`src/sv/wlst_pkg.sv`:
```
// wlst_pkg: shared types and constants for the windowed latency statistics block
// holds the transaction structs, unit status struct, register indexes and widths
// no dependencies
package wlst_pkg;

   // default parameter values
   localparam int SAMPLE_BITS_DEF = 20;
   localparam int COUNT_BITS_DEF  = 16;
   localparam int FRAC_BITS_DEF   = 12;

   // fixed widths of the fields and state
   localparam int IN_SAMPLE_BITS  = 20;
   localparam int TIME_BITS       = 48;
   localparam int MEAN_BITS       = 32;
   localparam int SUM_BITS        = 64;
   localparam int ROOT_BITS       = 32;
   localparam int OUT_COUNT_BITS  = 16;
   localparam int OUT_SAMPLE_BITS = 20;
   localparam int CSR_DATA_BITS   = 32;
   localparam int CSR_ADDR_BITS   = 4;

   localparam logic [OUT_COUNT_BITS-1:0] OUT_COUNT_MAX = '1;

   // register indexes
   localparam logic [1:0] REG_REPORT_PERIOD  = 2'd0;
   localparam logic [1:0] REG_AVERAGE_PERIOD = 2'd1;
   localparam logic [1:0] REG_AVERAGE_ENABLE = 2'd2;

   localparam logic [CSR_DATA_BITS-1:0] PERIOD_RESET = 32'd1000000;

   typedef struct packed {
      logic [IN_SAMPLE_BITS-1:0] sample_us;
      logic [TIME_BITS-1:0]      end_time_us;
   } req_type;

   typedef struct packed {
      logic                       report_valid;
      logic [OUT_COUNT_BITS-1:0]  report_count;
      logic [MEAN_BITS-1:0]       report_mean;
      logic [ROOT_BITS-1:0]       report_std_dev;
      logic [OUT_SAMPLE_BITS-1:0] report_min;
      logic [OUT_SAMPLE_BITS-1:0] report_max;
      logic                       average_valid;
      logic [MEAN_BITS-1:0]       average_mean;
   } rsp_type;

   // status of a multi-cycle arithmetic unit
   typedef struct packed {
      logic busy;
      logic done;
   } unit_status_type;

endpackage

```
`src/sv/wlst_div.sv`:
```
// wlst_div: restoring divider, one quotient bit per cycle
// unsigned dividend and divisor, quotient valid when done pulses
// depends on wlst_pkg
module wlst_div import wlst_pkg::*; #(
   parameter int NUM_BITS = SUM_BITS,
   parameter int DEN_BITS = COUNT_BITS_DEF
) (
   input  logic                clock,
   input  logic                reset,
   input  logic                start,
   input  logic [NUM_BITS-1:0] num,
   input  logic [DEN_BITS-1:0] den,
   output unit_status_type     status,
   output logic [NUM_BITS-1:0] quot
);

   localparam int CW = $clog2(NUM_BITS + 1);

   logic [NUM_BITS-1:0] num_ff, num_in;
   logic [DEN_BITS-1:0] rem_ff, rem_in;
   logic [DEN_BITS-1:0] den_ff, den_in;
   logic [CW-1:0]       cnt_ff, cnt_in;
   logic                busy_ff, busy_in;
   logic                done_ff, done_in;

   logic [DEN_BITS:0]   trial;
   logic [DEN_BITS:0]   diff;
   logic                fits;

   assign trial = {rem_ff, num_ff[NUM_BITS-1]};
   assign fits  = trial >= {1'b0, den_ff};
   assign diff  = trial - {1'b0, den_ff};

   always_comb begin
      num_in  = num_ff;
      rem_in  = rem_ff;
      den_in  = den_ff;
      cnt_in  = cnt_ff;
      busy_in = busy_ff;
      done_in = 1'b0;
      if (start) begin
         num_in  = num;
         den_in  = den;
         rem_in  = '0;
         cnt_in  = CW'(NUM_BITS);
         busy_in = 1'b1;
      end else if (busy_ff) begin
         rem_in = fits ? diff[DEN_BITS-1:0] : trial[DEN_BITS-1:0];
         num_in = {num_ff[NUM_BITS-2:0], fits};
         cnt_in = cnt_ff - 1'b1;
         if (cnt_ff == CW'(1)) begin
            busy_in = 1'b0;
            done_in = 1'b1;
         end
      end
   end

   always_ff @(posedge clock) begin
      num_ff <= num_in;
      rem_ff <= rem_in;
      den_ff <= den_in;
      if (reset) begin
         cnt_ff  <= '0;
         busy_ff <= 1'b0;
         done_ff <= 1'b0;
      end else begin
         cnt_ff  <= cnt_in;
         busy_ff <= busy_in;
         done_ff <= done_in;
      end
   end

   assign status.busy = busy_ff;
   assign status.done = done_ff;
   assign quot        = num_ff;

endmodule

```
`src/sv/wlst_mul.sv`:
```
// wlst_mul: bit-serial shift-add multiplier, multiplier bits taken msb first
// product saturates at the all-ones value of SUM_BITS
// depends on wlst_pkg
module wlst_mul import wlst_pkg::*; #(
   parameter int WIDTH = 48
) (
   input  logic                clock,
   input  logic                reset,
   input  logic                start,
   input  logic [WIDTH-1:0]    a,
   input  logic [WIDTH-1:0]    b,
   output unit_status_type     status,
   output logic [SUM_BITS-1:0] prod
);

   localparam int CW = $clog2(WIDTH + 1);

   logic [WIDTH-1:0]    a_ff, a_in;
   logic [WIDTH-1:0]    b_ff, b_in;
   logic [SUM_BITS-1:0] acc_ff, acc_in;
   logic                sat_ff, sat_in;
   logic [CW-1:0]       cnt_ff, cnt_in;
   logic                busy_ff, busy_in;
   logic                done_ff, done_in;

   logic [SUM_BITS+1:0] step_sum;

   // acc * 2 + (bit ? a : 0), with two guard bits to spot overflow
   assign step_sum = {1'b0, acc_ff, 1'b0}
                   + (b_ff[WIDTH-1] ? (SUM_BITS+2)'(a_ff) : '0);

   always_comb begin
      a_in    = a_ff;
      b_in    = b_ff;
      acc_in  = acc_ff;
      sat_in  = sat_ff;
      cnt_in  = cnt_ff;
      busy_in = busy_ff;
      done_in = 1'b0;
      if (start) begin
         a_in    = a;
         b_in    = b;
         acc_in  = '0;
         sat_in  = 1'b0;
         cnt_in  = CW'(WIDTH);
         busy_in = 1'b1;
      end else if (busy_ff) begin
         acc_in = step_sum[SUM_BITS-1:0];
         sat_in = sat_ff | (|step_sum[SUM_BITS+1:SUM_BITS]);
         b_in   = b_ff << 1;
         cnt_in = cnt_ff - 1'b1;
         if (cnt_ff == CW'(1)) begin
            busy_in = 1'b0;
            done_in = 1'b1;
         end
      end
   end

   always_ff @(posedge clock) begin
      a_ff   <= a_in;
      b_ff   <= b_in;
      acc_ff <= acc_in;
      sat_ff <= sat_in;
      if (reset) begin
         cnt_ff  <= '0;
         busy_ff <= 1'b0;
         done_ff <= 1'b0;
      end else begin
         cnt_ff  <= cnt_in;
         busy_ff <= busy_in;
         done_ff <= done_in;
      end
   end

   assign status.busy = busy_ff;
   assign status.done = done_ff;
   assign prod        = sat_ff ? '1 : acc_ff;

endmodule

```
`src/sv/wlst_sqrt.sv`:
```
// wlst_sqrt: digit-by-digit integer square root, one root bit per cycle
// radicand of 2*ROOT_BITS bits consumed two bits at a time
// depends on wlst_pkg
module wlst_sqrt import wlst_pkg::*; #(
   parameter int RBITS = ROOT_BITS
) (
   input  logic                 clock,
   input  logic                 reset,
   input  logic                 start,
   input  logic [2*RBITS-1:0]   rad,
   output unit_status_type      status,
   output logic [RBITS-1:0]     root
);

   localparam int CW = $clog2(RBITS + 1);

   logic [2*RBITS-1:0] rad_ff, rad_in;
   logic [RBITS-1:0]   rem_ff, rem_in;
   logic [RBITS-1:0]   root_ff, root_in;
   logic [CW-1:0]      cnt_ff, cnt_in;
   logic               busy_ff, busy_in;
   logic               done_ff, done_in;

   logic [RBITS+1:0]   rem_sh;
   logic [RBITS+1:0]   trial;
   logic [RBITS+1:0]   diff;
   logic               fits;

   assign rem_sh = {rem_ff, rad_ff[2*RBITS-1 -: 2]};
   assign trial  = {root_ff, 2'b01};
   assign fits   = rem_sh >= trial;
   assign diff   = rem_sh - trial;

   always_comb begin
      rad_in  = rad_ff;
      rem_in  = rem_ff;
      root_in = root_ff;
      cnt_in  = cnt_ff;
      busy_in = busy_ff;
      done_in = 1'b0;
      if (start) begin
         rad_in  = rad;
         rem_in  = '0;
         root_in = '0;
         cnt_in  = CW'(RBITS);
         busy_in = 1'b1;
      end else if (busy_ff) begin
         rad_in  = rad_ff << 2;
         // remainder stays at most 2*root, so its top bits are zero here
         rem_in  = fits ? diff[RBITS-1:0] : rem_sh[RBITS-1:0];
         root_in = {root_ff[RBITS-2:0], fits};
         cnt_in  = cnt_ff - 1'b1;
         if (cnt_ff == CW'(1)) begin
            busy_in = 1'b0;
            done_in = 1'b1;
         end
      end
   end

   always_ff @(posedge clock) begin
      rad_ff  <= rad_in;
      rem_ff  <= rem_in;
      root_ff <= root_in;
      if (reset) begin
         cnt_ff  <= '0;
         busy_ff <= 1'b0;
         done_ff <= 1'b0;
      end else begin
         cnt_ff  <= cnt_in;
         busy_ff <= busy_in;
         done_ff <= done_in;
      end
   end

   assign status.busy = busy_ff;
   assign status.done = done_ff;
   assign root        = root_ff;

endmodule

```
`src/sv/windowed_latency_statistics.sv`:
```
// windowed_latency_statistics: top level, sequencer, state and register port
// uses wlst_pkg, wlst_div, wlst_mul and wlst_sqrt
//
// usage
// - req channel: one transaction per latency sample (sample_us, end_time_us)
// - rsp channel: exactly one transaction per sample, carrying the report and
//   secondary-average figures; the valid flags inside say which are live
// - apb port: report_period at 0x0, average_period at 0x4, average_enable
//   at 0x8; the user must write them only while the block is idle, the block does not enforce it
// - a sample is worked one at a time; req_stall stays high from acceptance
//   until its result is loaded into the output register
// - a sample that closes no window waits on the shared divider for its mean
//   update; a growing deviation sum adds a multiplier pass, the secondary
//   window another pass through the shared welford steps, and a report a
//   divider pass for the deviation plus a square-root pass
// - the next sample is accepted only once the block has loaded the result
//   of the last one and returned to idle
// - a result waiting under rsp_stall does not stop the next sample from
//   being accepted; only the load of the following result waits for it
// - reset: periods take their reset value, average_enable clears, statistics clear and
//   both windows are closed until the first sample opens them
module windowed_latency_statistics import wlst_pkg::*; #(
   parameter int SAMPLE_BITS = SAMPLE_BITS_DEF,
   parameter int COUNT_BITS  = COUNT_BITS_DEF,
   parameter int FRAC_BITS   = FRAC_BITS_DEF
) (
   input  logic                     clock,
   input  logic                     reset,
   // sample transactions
   input  logic                     req_valid,
   output logic                     req_stall,
   input  req_type                  req_data,
   // result transactions
   output logic                     rsp_valid,
   input  logic                     rsp_stall,
   output rsp_type                  rsp_data,
   // register port
   input  logic                     psel,
   input  logic                     penable,
   input  logic                     pwrite,
   input  logic [CSR_ADDR_BITS-1:0] paddr,
   input  logic [CSR_DATA_BITS-1:0] pwdata,
   output logic [CSR_DATA_BITS-1:0] prdata,
   output logic                     pready
);

   // magnitude of a difference between a scaled sample and a mean
   localparam int MAG_BITS = (SAMPLE_BITS + FRAC_BITS > MEAN_BITS) ?
                             SAMPLE_BITS + FRAC_BITS : MEAN_BITS;
   localparam int SW       = MAG_BITS + 2;

   localparam logic [COUNT_BITS-1:0] CNT_MAX = '1;

   // sequencer states
   localparam logic [3:0] ST_IDLE   = 4'd0;
   localparam logic [3:0] ST_OPEN   = 4'd1;
   localparam logic [3:0] ST_SETUP  = 4'd2;
   localparam logic [3:0] ST_KICK   = 4'd3;
   localparam logic [3:0] ST_DIV    = 4'd4;
   localparam logic [3:0] ST_MEAN   = 4'd5;
   localparam logic [3:0] ST_ERR    = 4'd6;
   localparam logic [3:0] ST_MUL    = 4'd7;
   localparam logic [3:0] ST_AVG    = 4'd8;
   localparam logic [3:0] ST_ACHECK = 4'd9;
   localparam logic [3:0] ST_RCHECK = 4'd10;
   localparam logic [3:0] ST_SDIV   = 4'd11;
   localparam logic [3:0] ST_SQRT   = 4'd12;
   localparam logic [3:0] ST_DONE   = 4'd13;

   // which window the shared welford steps work on
   localparam logic PATH_REPORT  = 1'b0;
   localparam logic PATH_AVERAGE = 1'b1;

   logic [3:0]             state_ff, state_in;
   logic [SAMPLE_BITS-1:0] s_ff, s_in;
   logic [TIME_BITS-1:0]   now_ff, now_in;
   logic                   open_ff, open_in;
   logic                   path_ff, path_in;
   logic [COUNT_BITS-1:0]  cnt_ff, cnt_in;
   logic [MEAN_BITS-1:0]   mean_ff, mean_in;
   logic [SUM_BITS-1:0]    sum_ff, sum_in;
   logic [SAMPLE_BITS-1:0] min_ff, min_in;
   logic [SAMPLE_BITS-1:0] max_ff, max_in;
   logic [TIME_BITS-1:0]   rep_start_ff, rep_start_in;
   logic [COUNT_BITS-1:0]  avg_cnt_ff, avg_cnt_in;
   logic [MEAN_BITS-1:0]   avg_mean_ff, avg_mean_in;
   logic [TIME_BITS-1:0]   avg_start_ff, avg_start_in;
   logic signed [SW-1:0]   delta_ff, delta_in;
   rsp_type                res_ff, res_in;
   rsp_type                rsp_data_ff, rsp_data_in;
   logic                   rsp_valid_ff, rsp_valid_in;
   logic [CSR_DATA_BITS-1:0] rep_period_ff, avg_period_ff;
   logic                   avg_en_ff;

   // arithmetic units
   unit_status_type        div_st, mul_st, sqrt_st;
   logic                   div_start, mul_start, sqrt_start;
   logic [SUM_BITS-1:0]    div_num, div_quot, mul_prod;
   logic [COUNT_BITS-1:0]  div_den;
   logic [ROOT_BITS-1:0]   sqrt_root;

   // datapath
   logic signed [SW-1:0]   s_fix, mean_ext, delta_new, q_s, nm_raw;
   logic [MEAN_BITS-1:0]   mean_base, nm_clamp;
   logic [COUNT_BITS-1:0]  cnt_base, cnt_next;
   logic [MAG_BITS-1:0]    delta_mag, err_mag;
   logic                   same_sign;
   logic [SUM_BITS:0]      sum_wide;
   logic                   rep_elapsed, avg_elapsed;
   logic                   req_take, cfg_write;

   assign req_stall = state_ff != ST_IDLE;
   assign req_take  = req_valid && !req_stall;

   // welford datapath, shared by both windows
   assign s_fix     = signed'(SW'(s_ff) << FRAC_BITS);
   assign mean_base = (path_ff == PATH_AVERAGE) ? avg_mean_ff : mean_ff;
   assign mean_ext  = signed'(SW'(mean_base));
   assign delta_new = s_fix - mean_ext;
   assign cnt_base  = (path_ff == PATH_AVERAGE) ? avg_cnt_ff : cnt_ff;
   assign cnt_next  = (cnt_base == CNT_MAX) ? cnt_base : cnt_base + 1'b1;
   assign delta_mag = MAG_BITS'(delta_ff[SW-1] ? -delta_ff : delta_ff);
   assign err_mag   = MAG_BITS'(delta_new[SW-1] ? -delta_new : delta_new);

   // quotient magnitude never exceeds |delta|, sign follows delta
   assign q_s    = signed'(SW'(div_quot[MAG_BITS-1:0]));
   assign nm_raw = mean_ext + (delta_ff[SW-1] ? -q_s : q_s);

   always_comb begin
      if (nm_raw[SW-1]) begin
         nm_clamp = '0;
      end else if (|nm_raw[SW-2:MEAN_BITS]) begin
         nm_clamp = '1;
      end else begin
         nm_clamp = nm_raw[MEAN_BITS-1:0];
      end
   end

   // in ST_ERR delta_new holds the error against the updated mean
   assign same_sign = (!delta_ff[SW-1] && (delta_ff != '0) &&
                       !delta_new[SW-1] && (delta_new != '0)) ||
                      (delta_ff[SW-1] && delta_new[SW-1]);

   assign sum_wide    = {1'b0, sum_ff} + {1'b0, mul_prod};
   assign rep_elapsed = (now_ff - rep_start_ff) > TIME_BITS'(rep_period_ff);
   assign avg_elapsed = (now_ff - avg_start_ff) > TIME_BITS'(avg_period_ff);

   // unit control
   assign div_start  = (state_ff == ST_KICK) ||
                       ((state_ff == ST_RCHECK) && rep_elapsed && (cnt_ff != '0));
   assign div_num    = (state_ff == ST_KICK) ? SUM_BITS'(delta_mag) : sum_ff;
   assign div_den    = (state_ff == ST_KICK) ? cnt_base : cnt_ff;
   assign mul_start  = (state_ff == ST_ERR) && same_sign;
   assign sqrt_start = (state_ff == ST_SDIV) && div_st.done;

   always_comb begin
      state_in     = state_ff;
      s_in         = s_ff;
      now_in       = now_ff;
      open_in      = open_ff;
      path_in      = path_ff;
      cnt_in       = cnt_ff;
      mean_in      = mean_ff;
      sum_in       = sum_ff;
      min_in       = min_ff;
      max_in       = max_ff;
      rep_start_in = rep_start_ff;
      avg_cnt_in   = avg_cnt_ff;
      avg_mean_in  = avg_mean_ff;
      avg_start_in = avg_start_ff;
      delta_in     = delta_ff;
      res_in       = res_ff;
      rsp_data_in  = rsp_data_ff;
      rsp_valid_in = rsp_valid_ff;

      // output register empties when its transaction is taken
      if (rsp_valid_ff && !rsp_stall) begin
         rsp_valid_in = 1'b0;
      end

      unique case (state_ff)
         ST_IDLE: begin
            if (req_take) begin
               s_in     = SAMPLE_BITS'(req_data.sample_us);
               now_in   = req_data.end_time_us;
               res_in   = '0;
               path_in  = PATH_REPORT;
               state_in = ST_OPEN;
            end
         end
         ST_OPEN: begin
            // first sample opens both windows at the start of its lap
            if (!open_ff) begin
               rep_start_in = now_ff - TIME_BITS'(s_ff);
               avg_start_in = now_ff - TIME_BITS'(s_ff);
               open_in      = 1'b1;
            end
            if (s_ff < min_ff) begin
               min_in = s_ff;
            end
            if (s_ff > max_ff) begin
               max_in = s_ff;
            end
            state_in = ST_SETUP;
         end
         ST_SETUP: begin
            if (path_ff == PATH_AVERAGE) begin
               avg_cnt_in = cnt_next;
            end else begin
               cnt_in = cnt_next;
            end
            delta_in = delta_new;
            state_in = ST_KICK;
         end
         ST_KICK: begin
            state_in = ST_DIV;
         end
         ST_DIV: begin
            if (div_st.done) begin
               state_in = ST_MEAN;
            end
         end
         ST_MEAN: begin
            if (path_ff == PATH_AVERAGE) begin
               avg_mean_in = nm_clamp;
               state_in    = ST_ACHECK;
            end else begin
               mean_in  = nm_clamp;
               state_in = ST_ERR;
            end
         end
         ST_ERR: begin
            state_in = same_sign ? ST_MUL : ST_AVG;
         end
         ST_MUL: begin
            if (mul_st.done) begin
               sum_in   = sum_wide[SUM_BITS] ? '1 : sum_wide[SUM_BITS-1:0];
               state_in = ST_AVG;
            end
         end
         ST_AVG: begin
            if (avg_en_ff) begin
               path_in  = PATH_AVERAGE;
               state_in = ST_SETUP;
            end else begin
               state_in = ST_RCHECK;
            end
         end
         ST_ACHECK: begin
            if (avg_elapsed) begin
               res_in.average_valid = 1'b1;
               res_in.average_mean  = avg_mean_ff;
               avg_start_in         = now_ff;
               avg_cnt_in           = '0;
               avg_mean_in          = '0;
            end
            state_in = ST_RCHECK;
         end
         ST_RCHECK: begin
            if (rep_elapsed) begin
               res_in.report_valid = 1'b1;
               res_in.report_count = (32'(cnt_ff) > 32'(OUT_COUNT_MAX)) ?
                                     OUT_COUNT_MAX : OUT_COUNT_BITS'(cnt_ff);
               res_in.report_mean  = mean_ff;
               res_in.report_min   = OUT_SAMPLE_BITS'(min_ff);
               res_in.report_max   = OUT_SAMPLE_BITS'(max_ff);
               // divider has latched sum and count on this edge
               rep_start_in = now_ff;
               cnt_in       = '0;
               mean_in      = '0;
               sum_in       = '0;
               min_in       = '1;
               max_in       = '0;
               state_in     = (cnt_ff != '0) ? ST_SDIV : ST_DONE;
            end else begin
               state_in = ST_DONE;
            end
         end
         ST_SDIV: begin
            if (div_st.done) begin
               state_in = ST_SQRT;
            end
         end
         ST_SQRT: begin
            if (sqrt_st.done) begin
               res_in.report_std_dev = sqrt_root;
               state_in              = ST_DONE;
            end
         end
         ST_DONE: begin
            if (!rsp_valid_ff || !rsp_stall) begin
               rsp_data_in  = res_ff;
               rsp_valid_in = 1'b1;
               state_in     = ST_IDLE;
            end
         end
         default: begin
            state_in = ST_IDLE;
         end
      endcase
   end

   always_ff @(posedge clock) begin
      s_ff        <= s_in;
      now_ff      <= now_in;
      path_ff     <= path_in;
      delta_ff    <= delta_in;
      res_ff      <= res_in;
      rsp_data_ff <= rsp_data_in;
      if (reset) begin
         state_ff     <= ST_IDLE;
         open_ff      <= 1'b0;
         cnt_ff       <= '0;
         mean_ff      <= '0;
         sum_ff       <= '0;
         min_ff       <= '1;
         max_ff       <= '0;
         rep_start_ff <= '0;
         avg_cnt_ff   <= '0;
         avg_mean_ff  <= '0;
         avg_start_ff <= '0;
         rsp_valid_ff <= 1'b0;
      end else begin
         state_ff     <= state_in;
         open_ff      <= open_in;
         cnt_ff       <= cnt_in;
         mean_ff      <= mean_in;
         sum_ff       <= sum_in;
         min_ff       <= min_in;
         max_ff       <= max_in;
         rep_start_ff <= rep_start_in;
         avg_cnt_ff   <= avg_cnt_in;
         avg_mean_ff  <= avg_mean_in;
         avg_start_ff <= avg_start_in;
         rsp_valid_ff <= rsp_valid_in;
      end
   end

   assign rsp_valid = rsp_valid_ff;
   assign rsp_data  = rsp_data_ff;

   // register port, word addressed
   assign pready    = 1'b1;
   assign cfg_write = psel && penable && pwrite && pready;

   always_ff @(posedge clock) begin
      if (reset) begin
         rep_period_ff <= PERIOD_RESET;
         avg_period_ff <= PERIOD_RESET;
         avg_en_ff     <= 1'b0;
      end else if (cfg_write) begin
         unique case (paddr[3:2])
            REG_REPORT_PERIOD:  rep_period_ff <= pwdata;
            REG_AVERAGE_PERIOD: avg_period_ff <= pwdata;
            REG_AVERAGE_ENABLE: avg_en_ff     <= pwdata[0];
            default: begin
            end
         endcase
      end
   end

   always_comb begin
      unique case (paddr[3:2])
         REG_REPORT_PERIOD:  prdata = rep_period_ff;
         REG_AVERAGE_PERIOD: prdata = avg_period_ff;
         REG_AVERAGE_ENABLE: prdata = CSR_DATA_BITS'(avg_en_ff);
         default:            prdata = '0;
      endcase
   end

   wlst_div #(
      .NUM_BITS (SUM_BITS),
      .DEN_BITS (COUNT_BITS)
   ) u_div (
      .clock  (clock),
      .reset  (reset),
      .start  (div_start),
      .num    (div_num),
      .den    (div_den),
      .status (div_st),
      .quot   (div_quot)
   );

   wlst_mul #(
      .WIDTH (MAG_BITS)
   ) u_mul (
      .clock  (clock),
      .reset  (reset),
      .start  (mul_start),
      .a      (delta_mag),
      .b      (err_mag),
      .status (mul_st),
      .prod   (mul_prod)
   );

   wlst_sqrt #(
      .RBITS (ROOT_BITS)
   ) u_sqrt (
      .clock  (clock),
      .reset  (reset),
      .start  (sqrt_start),
      .rad    (div_quot),
      .status (sqrt_st),
      .root   (sqrt_root)
   );

   // units are only started when idle
   a_div_start_idle: assert property (@(posedge clock) disable iff (reset)
      div_start |-> !div_st.busy)
      else $error("divider started while busy");

   a_mul_start_idle: assert property (@(posedge clock) disable iff (reset)
      mul_start |-> !mul_st.busy)
      else $error("multiplier started while busy");

   a_sqrt_start_idle: assert property (@(posedge clock) disable iff (reset)
      sqrt_start |-> !sqrt_st.busy)
      else $error("square root started while busy");

   // windows open only through an accepted sample
   a_open_on_sample: assert property (@(posedge clock) disable iff (reset)
      $rose(open_ff) |-> $past(state_ff == ST_OPEN))
      else $error("windows opened without a sample");

   // an empty report carries no figures
   a_report_zero: assert property (@(posedge clock) disable iff (reset)
      (rsp_valid_ff && !rsp_data_ff.report_valid) |->
      (rsp_data_ff.report_count == '0 && rsp_data_ff.report_mean == '0 &&
       rsp_data_ff.report_std_dev == '0))
      else $error("report fields set without report_valid");

endmodule
```
`config.mk`:
```
export PLATFORM = sky130hd
export DESIGN_NAME = windowed_latency_statistics
export DESIGN_NICKNAME = d
export VERILOG_FILES = /design/src/sv/wlst_pkg.sv /design/src/sv/wlst_div.sv /design/src/sv/wlst_mul.sv /design/src/sv/wlst_sqrt.sv /design/src/sv/windowed_latency_statistics.sv
export SDC_FILE = /design/constraint.sdc
export NUM_CORES = 2
export LEC_CHECK = 0
export BUFFER_PORTS_ARGS = -buffer_cell sky130_fd_sc_hd__buf_2
export CORE_MARGIN = 4
export CORE_UTILIZATION = 63
export DETAILED_ROUTE_END_ITERATION = 12
export GPL_ROUTABILITY_DRIVEN = 0
export MAX_ROUTING_LAYER = met4
export PLACE_DENSITY = 0.81
export SLEW_MARGIN = 20
export SYNTH_ARGS = -nofsm -noshare
export SYNTH_HDL_FRONTEND = slang
export SYNTH_HIERARCHICAL = 1
export SYNTH_SLANG_ARGS = --single-unit
```
`constraint.sdc`:
```
create_clock -name clock -period 11.7 [get_ports clock]
set_input_delay 0.585 -clock clock [delete_from_list [all_inputs] [get_ports clock]]
set_output_delay 0.585 -clock clock [all_outputs]
set_load 0.005 [all_outputs]
```
== Yosys cells after proc, flatten, opt, wreduce, memory -nomap -nowiden ==
Cells that the tools add are included.
Storage, ports and cells
  bits in registers: 1155
  output and inout bits: 189
Cells by class
  add/sub/neg operators: 16
  $lt $le $gt $ge: 6
  equality and inequality tests: 35
  multiplexer cells: 93
  bitwise operators: 4
  reduce and logical (&&, ||, !) cells: 66
Operators with widths (count)
  $mux 64: 9
  $mux 32: 14
  $pmux 32 s2: 3
  $pmux 48 s2: 2
  $mux 154: 1
  $mux 48: 3
  $mux 16: 8
  $pmux 64 s2: 1
  $pmux 49 s2: 1
  $gt 48x32->1: 2
  $pmux 32 s3: 1
  $sub 48x48->48: 2
  $mux 20: 4
  $pmux 20 s2: 2
  $pmux 40 s2: 1
  $reduce_bool 34->1: 2
  $add 65x66->66: 1
  $pmux 33 s2: 1
  $add 64x64->65: 1
  $neg 32->32: 2
  $pmux 16 s2: 2
  $pmux 4 s14: 1
  $mux 49: 1
  $sub 48x20->48: 1
  47 further kinds: 154

== Logic depth before layout (Yosys ltp) ==
  depth after elaboration: 8
  mapped depth: 33
  mapped depth without buffers: 30

== Cells and area by module ==
The synthesis kept the hierarchy.
Modules (own cells, without submodules)
  windowed_latency_statistics: instances 1, cells an instance 5295, area an instance 48393.9 µm², sequential area each 19658.9 µm²
  wlst_mul: instances 1, cells an instance 810, area an instance 7746.2 µm², sequential area each 3383.2 µm²
  wlst_sqrt: instances 1, cells an instance 754, area an instance 7445.9 µm², sequential area each 3363.2 µm²
  wlst_div: instances 1, cells an instance 436, area an instance 5373.9 µm², sequential area each 2902.8 µm²

== Worst setup path before layout ==
Ideal clock, no wire load.
  path kind: register to register
  start point: reg state_ff[2]
  end point: reg rsp_data_ff, in the netlist rsp_data[0], enable pin
  library setup time: 0.718 ns
  data arrival time: 8.428 ns
  required time: 10.982 ns
  setup slack: 2.554 ns
  stages on the path, launching flop included: 5
  period minus slack after synthesis: 9.146 ns
  cells stage by stage: dfxtp_1 clkbuf_1 clkbuf_1 nand3_1 a21oi_1
Between the ends
  word-level cells in the longest chain between the ends: 2
Ends and longest elaborated chain
  start, declared: line windowed_latency_statistics.sv:74  | logic [3:0] state_ff, state_in;
  start signal, assigned: line windowed_latency_statistics.sv:324  | state_ff <= state_in;
  $eq 4x4->1: line windowed_latency_statistics.sv:181  | unique case (state_ff)
  $reduce_and 2->1 (no source line)
  end signal, assigned: line windowed_latency_statistics.sv:309  | rsp_data_ff <= rsp_data_in;
  end, declared: line windowed_latency_statistics.sv:90  | rsp_type rsp_data_ff, rsp_data_in;
Every way passes these cells.
A chain may end at the register's enable or synchronous reset.

== Worst setup path after layout ==
  start point: reg now_ff[1]
  end point: reg u_div.num_ff[58] (netlist: u_div/quot[58]), enable pin
Between the ends
  word-level cells in the longest chain between the ends: 6
Ends and longest elaborated chain
  start, declared: line windowed_latency_statistics.sv:76  | logic [TIME_BITS-1:0] now_ff, now_in;
  start signal, assigned: line windowed_latency_statistics.sv:305  | now_ff <= now_in;
  $sub 48x48->48: line windowed_latency_statistics.sv:145  | assign rep_elapsed = (now_ff - rep_start_ff) > TIME_BITS'(rep_period_ff);
  $gt 48x32->1: line windowed_latency_statistics.sv:145
  $logic_and 1x1->1 (2 in series): line windowed_latency_statistics.sv:150  | ((state_ff == ST_RCHECK) && rep_elapsed && (cnt_ff != '0));
  $logic_or 1x1->1: line windowed_latency_statistics.sv:149  | assign div_start = (state_ff == ST_KICK) ||
  named net div_start: line windowed_latency_statistics.sv:97  | logic div_start, mul_start, sqrt_start;
  $reduce_bool 2->1 (no source line)
  end signal, assigned: line wlst_div.sv:59  | num_ff <= num_in;
  end, declared: line wlst_div.sv:19  | logic [NUM_BITS-1:0] num_ff, num_in;
The timed path passes the listed nets, and every way through them passes these cells.

==> run_summary.xml <==
<?xml version="1.0" encoding="UTF-8"?>
<metrics>
  <group name="detailed_routing">
    <metric name="routedWlPerCell" unit="µm">20.7</metric>
    <metric name="postRouteWirelength" unit="mm">185</metric>
    <metric name="vias_per_cell" unit="">6.37</metric>
    <metric name="first_pass_iters" unit="">6</metric>
    <metric name="drt_drc_violations_left" unit="">0</metric>
    <metric name="detailroute.via_count" unit="">56900</metric>
    <metric name="detail-route-antenna-nets" unit="">0</metric>
    <metric name="first_iter_violations" unit="">6123</metric>
  </group>
  <group name="layout">
    <metric name="area_delta_synth_final" unit="%">9.58</metric>
    <metric name="drive_gt1_share" unit="%">12.9</metric>
    <metric name="top_library_cells_by_usage_in_the_layout_fill_and_taps_aside" unit="">sky130_fd_sc_hd__nand2_1 (695), sky130_fd_sc_hd__nor2_1 (650), sky130_fd_sc_hd__edfxtp_1 (618)</metric>
    <metric name="final_util" unit="%">69.5</metric>
    <metric name="layout_commonest_cell" unit="">sky130_fd_sc_hd__nand2_1</metric>
    <metric name="num-nets-final" unit="">7957</metric>
  </group>
  <group name="timing">
    <metric name="min_period_over_period" unit="%">74.0</metric>
    <metric name="actual_slew_at_the_worst_max_slew_pin" unit="ns">1.12</metric>
    <metric name="period_needed" unit="ns">8.66</metric>
    <metric name="count_of_endpoints_failing_setup_in_the_final_report" unit="">0</metric>
    <metric name="final.setup.tns" unit="ns">0</metric>
    <metric name="whs" unit="ns">0.0332</metric>
    <metric name="slew-limit-headroom" unit="%">25.4</metric>
    <metric name="timing_max_transition_violations_final" unit="">0</metric>
    <metric name="timing_hold_violations_final" unit="">0</metric>
    <metric name="timing.fmax" unit="MHz">115</metric>
    <metric name="unrepaired_setup_endpoints_after_global_routing" unit="">no</metric>
    <metric name="finalClockSkew" unit="ns">0.0364</metric>
  </group>
  <group name="cts">
    <metric name="path_clk_slew" unit="ns">0.06</metric>
    <metric name="cts.path.max_buffers" unit="">3</metric>
    <metric name="cts_setup_buffers" unit="">0</metric>
    <metric name="post_cts_resize_count" unit="">0</metric>
    <metric name="clock_latency" unit="ns">0.74</metric>
    <metric name="htree_num_levels" unit="">3</metric>
    <metric name="cts.sink_count" unit="">1155</metric>
    <metric name="cts_tree" unit="">yes</metric>
    <metric name="tritoncts.num_buffers" unit="">117</metric>
    <metric name="clock-root-buffer" unit="">sky130_fd_sc_hd__clkbuf_16</metric>
    <metric name="cts_hold_buf" unit="">19</metric>
  </group>
  <group name="global_route">
    <metric name="global_route_wire_length_before_repair" unit="mm">293</metric>
    <metric name="grt_remaining_overflow" unit="">0</metric>
    <metric name="grt_pass1_vias" unit="">54400</metric>
    <metric name="grt_start_max_net_pins" unit="">97</metric>
    <metric name="globalRouteTotalUtil" unit="%">31.8</metric>
    <metric name="antenna_found_initial" unit="">4</metric>
  </group>
  <group name="status">
    <metric name="outcome" unit="">finished, final reports clean</metric>
  </group>
  <group name="place">
    <metric name="place.port_buffers" unit="">296</metric>
    <metric name="dp_hpwl" unit="mm">131</metric>
  </group>
  <group name="worst_setup_path">
    <metric name="arrival" unit="ns">9.00</metric>
    <metric name="timing_worst_setup_path_type" unit="">reg -&gt; reg</metric>
    <metric name="timing.critical_path.slowest_stage_cell" unit="">sky130_fd_sc_hd__or4b_2</metric>
    <metric name="required" unit="ns">12.03</metric>
    <metric name="crit_path_frequent_cell" unit="">sky130_fd_sc_hd__a21oi_1</metric>
    <metric name="crit_path_start_kind" unit="">flop</metric>
    <metric name="critPathCaptureType" unit="">flop</metric>
    <metric name="worst_r2r_startpoint" unit="">now_ff[1]</metric>
    <metric name="critical_path.max_fanout" unit="">63</metric>
    <metric name="timing.reg2reg.setup_slack" unit="ns">3.04</metric>
    <metric name="depth_of_the_worst_register_to_register_path" unit="">28</metric>
    <metric name="critical_path.reg2reg.endpoint" unit="">u_div/quot[58]</metric>
    <metric name="critical-path-max-stage-delay" unit="ns">0.70</metric>
  </group>
  <group name="synthesis">
    <metric name="mappedNetlistArea" unit="mm²">0.0689</metric>
    <metric name="synth.avg_cell_area" unit="µm²">9.45</metric>
    <metric name="ys.warnings.count" unit="">6</metric>
    <metric name="synthCells" unit="">7292</metric>
    <metric name="synthesized_nets" unit="">7834</metric>
  </group>
  <group name="floorplan">
    <metric name="floorplan.die.height" unit="µm">339</metric>
    <metric name="die-area" unit="mm²">0.115</metric>
    <metric name="initial_core_util" unit="%">63.4</metric>
    <metric name="core_region_area" unit="mm²">0.109</metric>
    <metric name="rows" unit="">121</metric>
    <metric name="die_width" unit="µm">339</metric>
    <metric name="design.portCount" unit="">300</metric>
  </group>
  <group name="worst_hold_path">
    <metric name="timing.hold.worst.class" unit="">in -&gt; reg</metric>
    <metric name="worstHoldEndpoint" unit="">now_ff[25]</metric>
    <metric name="hold_path_depth" unit="">1</metric>
    <metric name="holdCritStartpoint" unit="">req_data[25]</metric>
  </group>
  <group name="run">
    <metric name="cap_violations" unit="">0</metric>
  </group>
  <group name="power_and_ir_drop">
    <metric name="leakage" unit="µW">0.0302</metric>
    <metric name="p_total" unit="µW">17300</metric>
    <metric name="power_density" unit="mW/mm²">229</metric>
    <metric name="vdd.ir_drop.worst" unit="V">0.000148</metric>
  </group>
</metrics>
## stage by stage
step	cell area [µm²]	instances	setup slack, ns
after detailed placement	71200	8690	3.23
after CTS	75500	8932	3.15
after global placement	71200	8689	3.38
final	75500	8936	3.04
after floorplan	68900	7292	2.55
after global routing	75500	8934	2.73
## cell type report
type	count	area (µm²)
clock inverter	76	937
tap	1414	1770
multi-input combinational	5360	36700
sequential	1155	29300
antenna	3	7.51
inverter	411	1540
fill	8060	33200
clock buffer	147	3150
timing repair buffer	370	2130
## worst max path at each step
| stage | slack (ns) | end | depth (start not counted) | from |
|---|---|---|---|---|
| after floorplan | 2.55 | rsp_data[0] | 4 | state_ff[2] |
| after global placement | 3.38 | u_div/quot[17] | 28 | now_ff[1] |
| after detailed placement | 3.23 | u_div/quot[23] | 28 | now_ff[1] |
| after CTS | 3.15 | u_div/quot[57] | 28 | now_ff[1] |
| after global routing | 2.73 | u_div/quot[58] | 28 | now_ff[1] |
| final | 3.04 | u_div/quot[58] | 28 | now_ff[1] |
## power by group
part	total [µW]	switching (µW)	internal [µW]
sequential	5820	641	5180
clock	3980	1700	2280
combinational	7510	4590	2920
total	17300	6930	10400
## state kept, by name, summed over array words and instances, names as in the netlist, 20 cells and up
| name | flops |
|---|---|
| s_ff | 20 |
| avg_mean_ff | 32 |
| rep_period_ff | 32 |
| now_ff | 48 |
| u_mul/b_ff | 32 |
| avg_period_ff | 32 |
| min_ff | 20 |
| rsp_data | 154 |
| u_mul/a_ff | 32 |
| u_div/quot | 64 |
| u_sqrt/root | 32 |
| rep_start_ff | 48 |
| res_ff | 154 |
| avg_start_ff | 48 |
| mean_ff | 32 |
| u_sqrt/rem_ff | 32 |
| delta_ff | 33 |
| u_mul/acc_ff | 64 |
| max_ff | 20 |
| u_sqrt/rad_ff | 64 |
| sum_ff | 64 |
## metal layers
layer | global-route usage (%) | routed length [µm] | up-vias
met3 | 4.80 | 15300 | 449
met1 | 41.9 | 76800 | 27300
met4 | 11.6 | 6930 | 0
li1 | - | - | 26600
met2 | 50.3 | 85600 | 2520
met5 | - | 0 | -
## critical path, delay by kind of cell, from the launching register on
family                   cells  cell delay [ns]
AND/OR/NAND/NOR             13             3.10
adder cells (fa/ha/maj)      2             0.66
AO/OA/AOI/OAI                9             2.58
flip-flops                   1             0.57
buffers and inverters        3             1.14
XOR/XNOR                     1             0.17
Note: power is estimated with default switching activity, not from simulation.
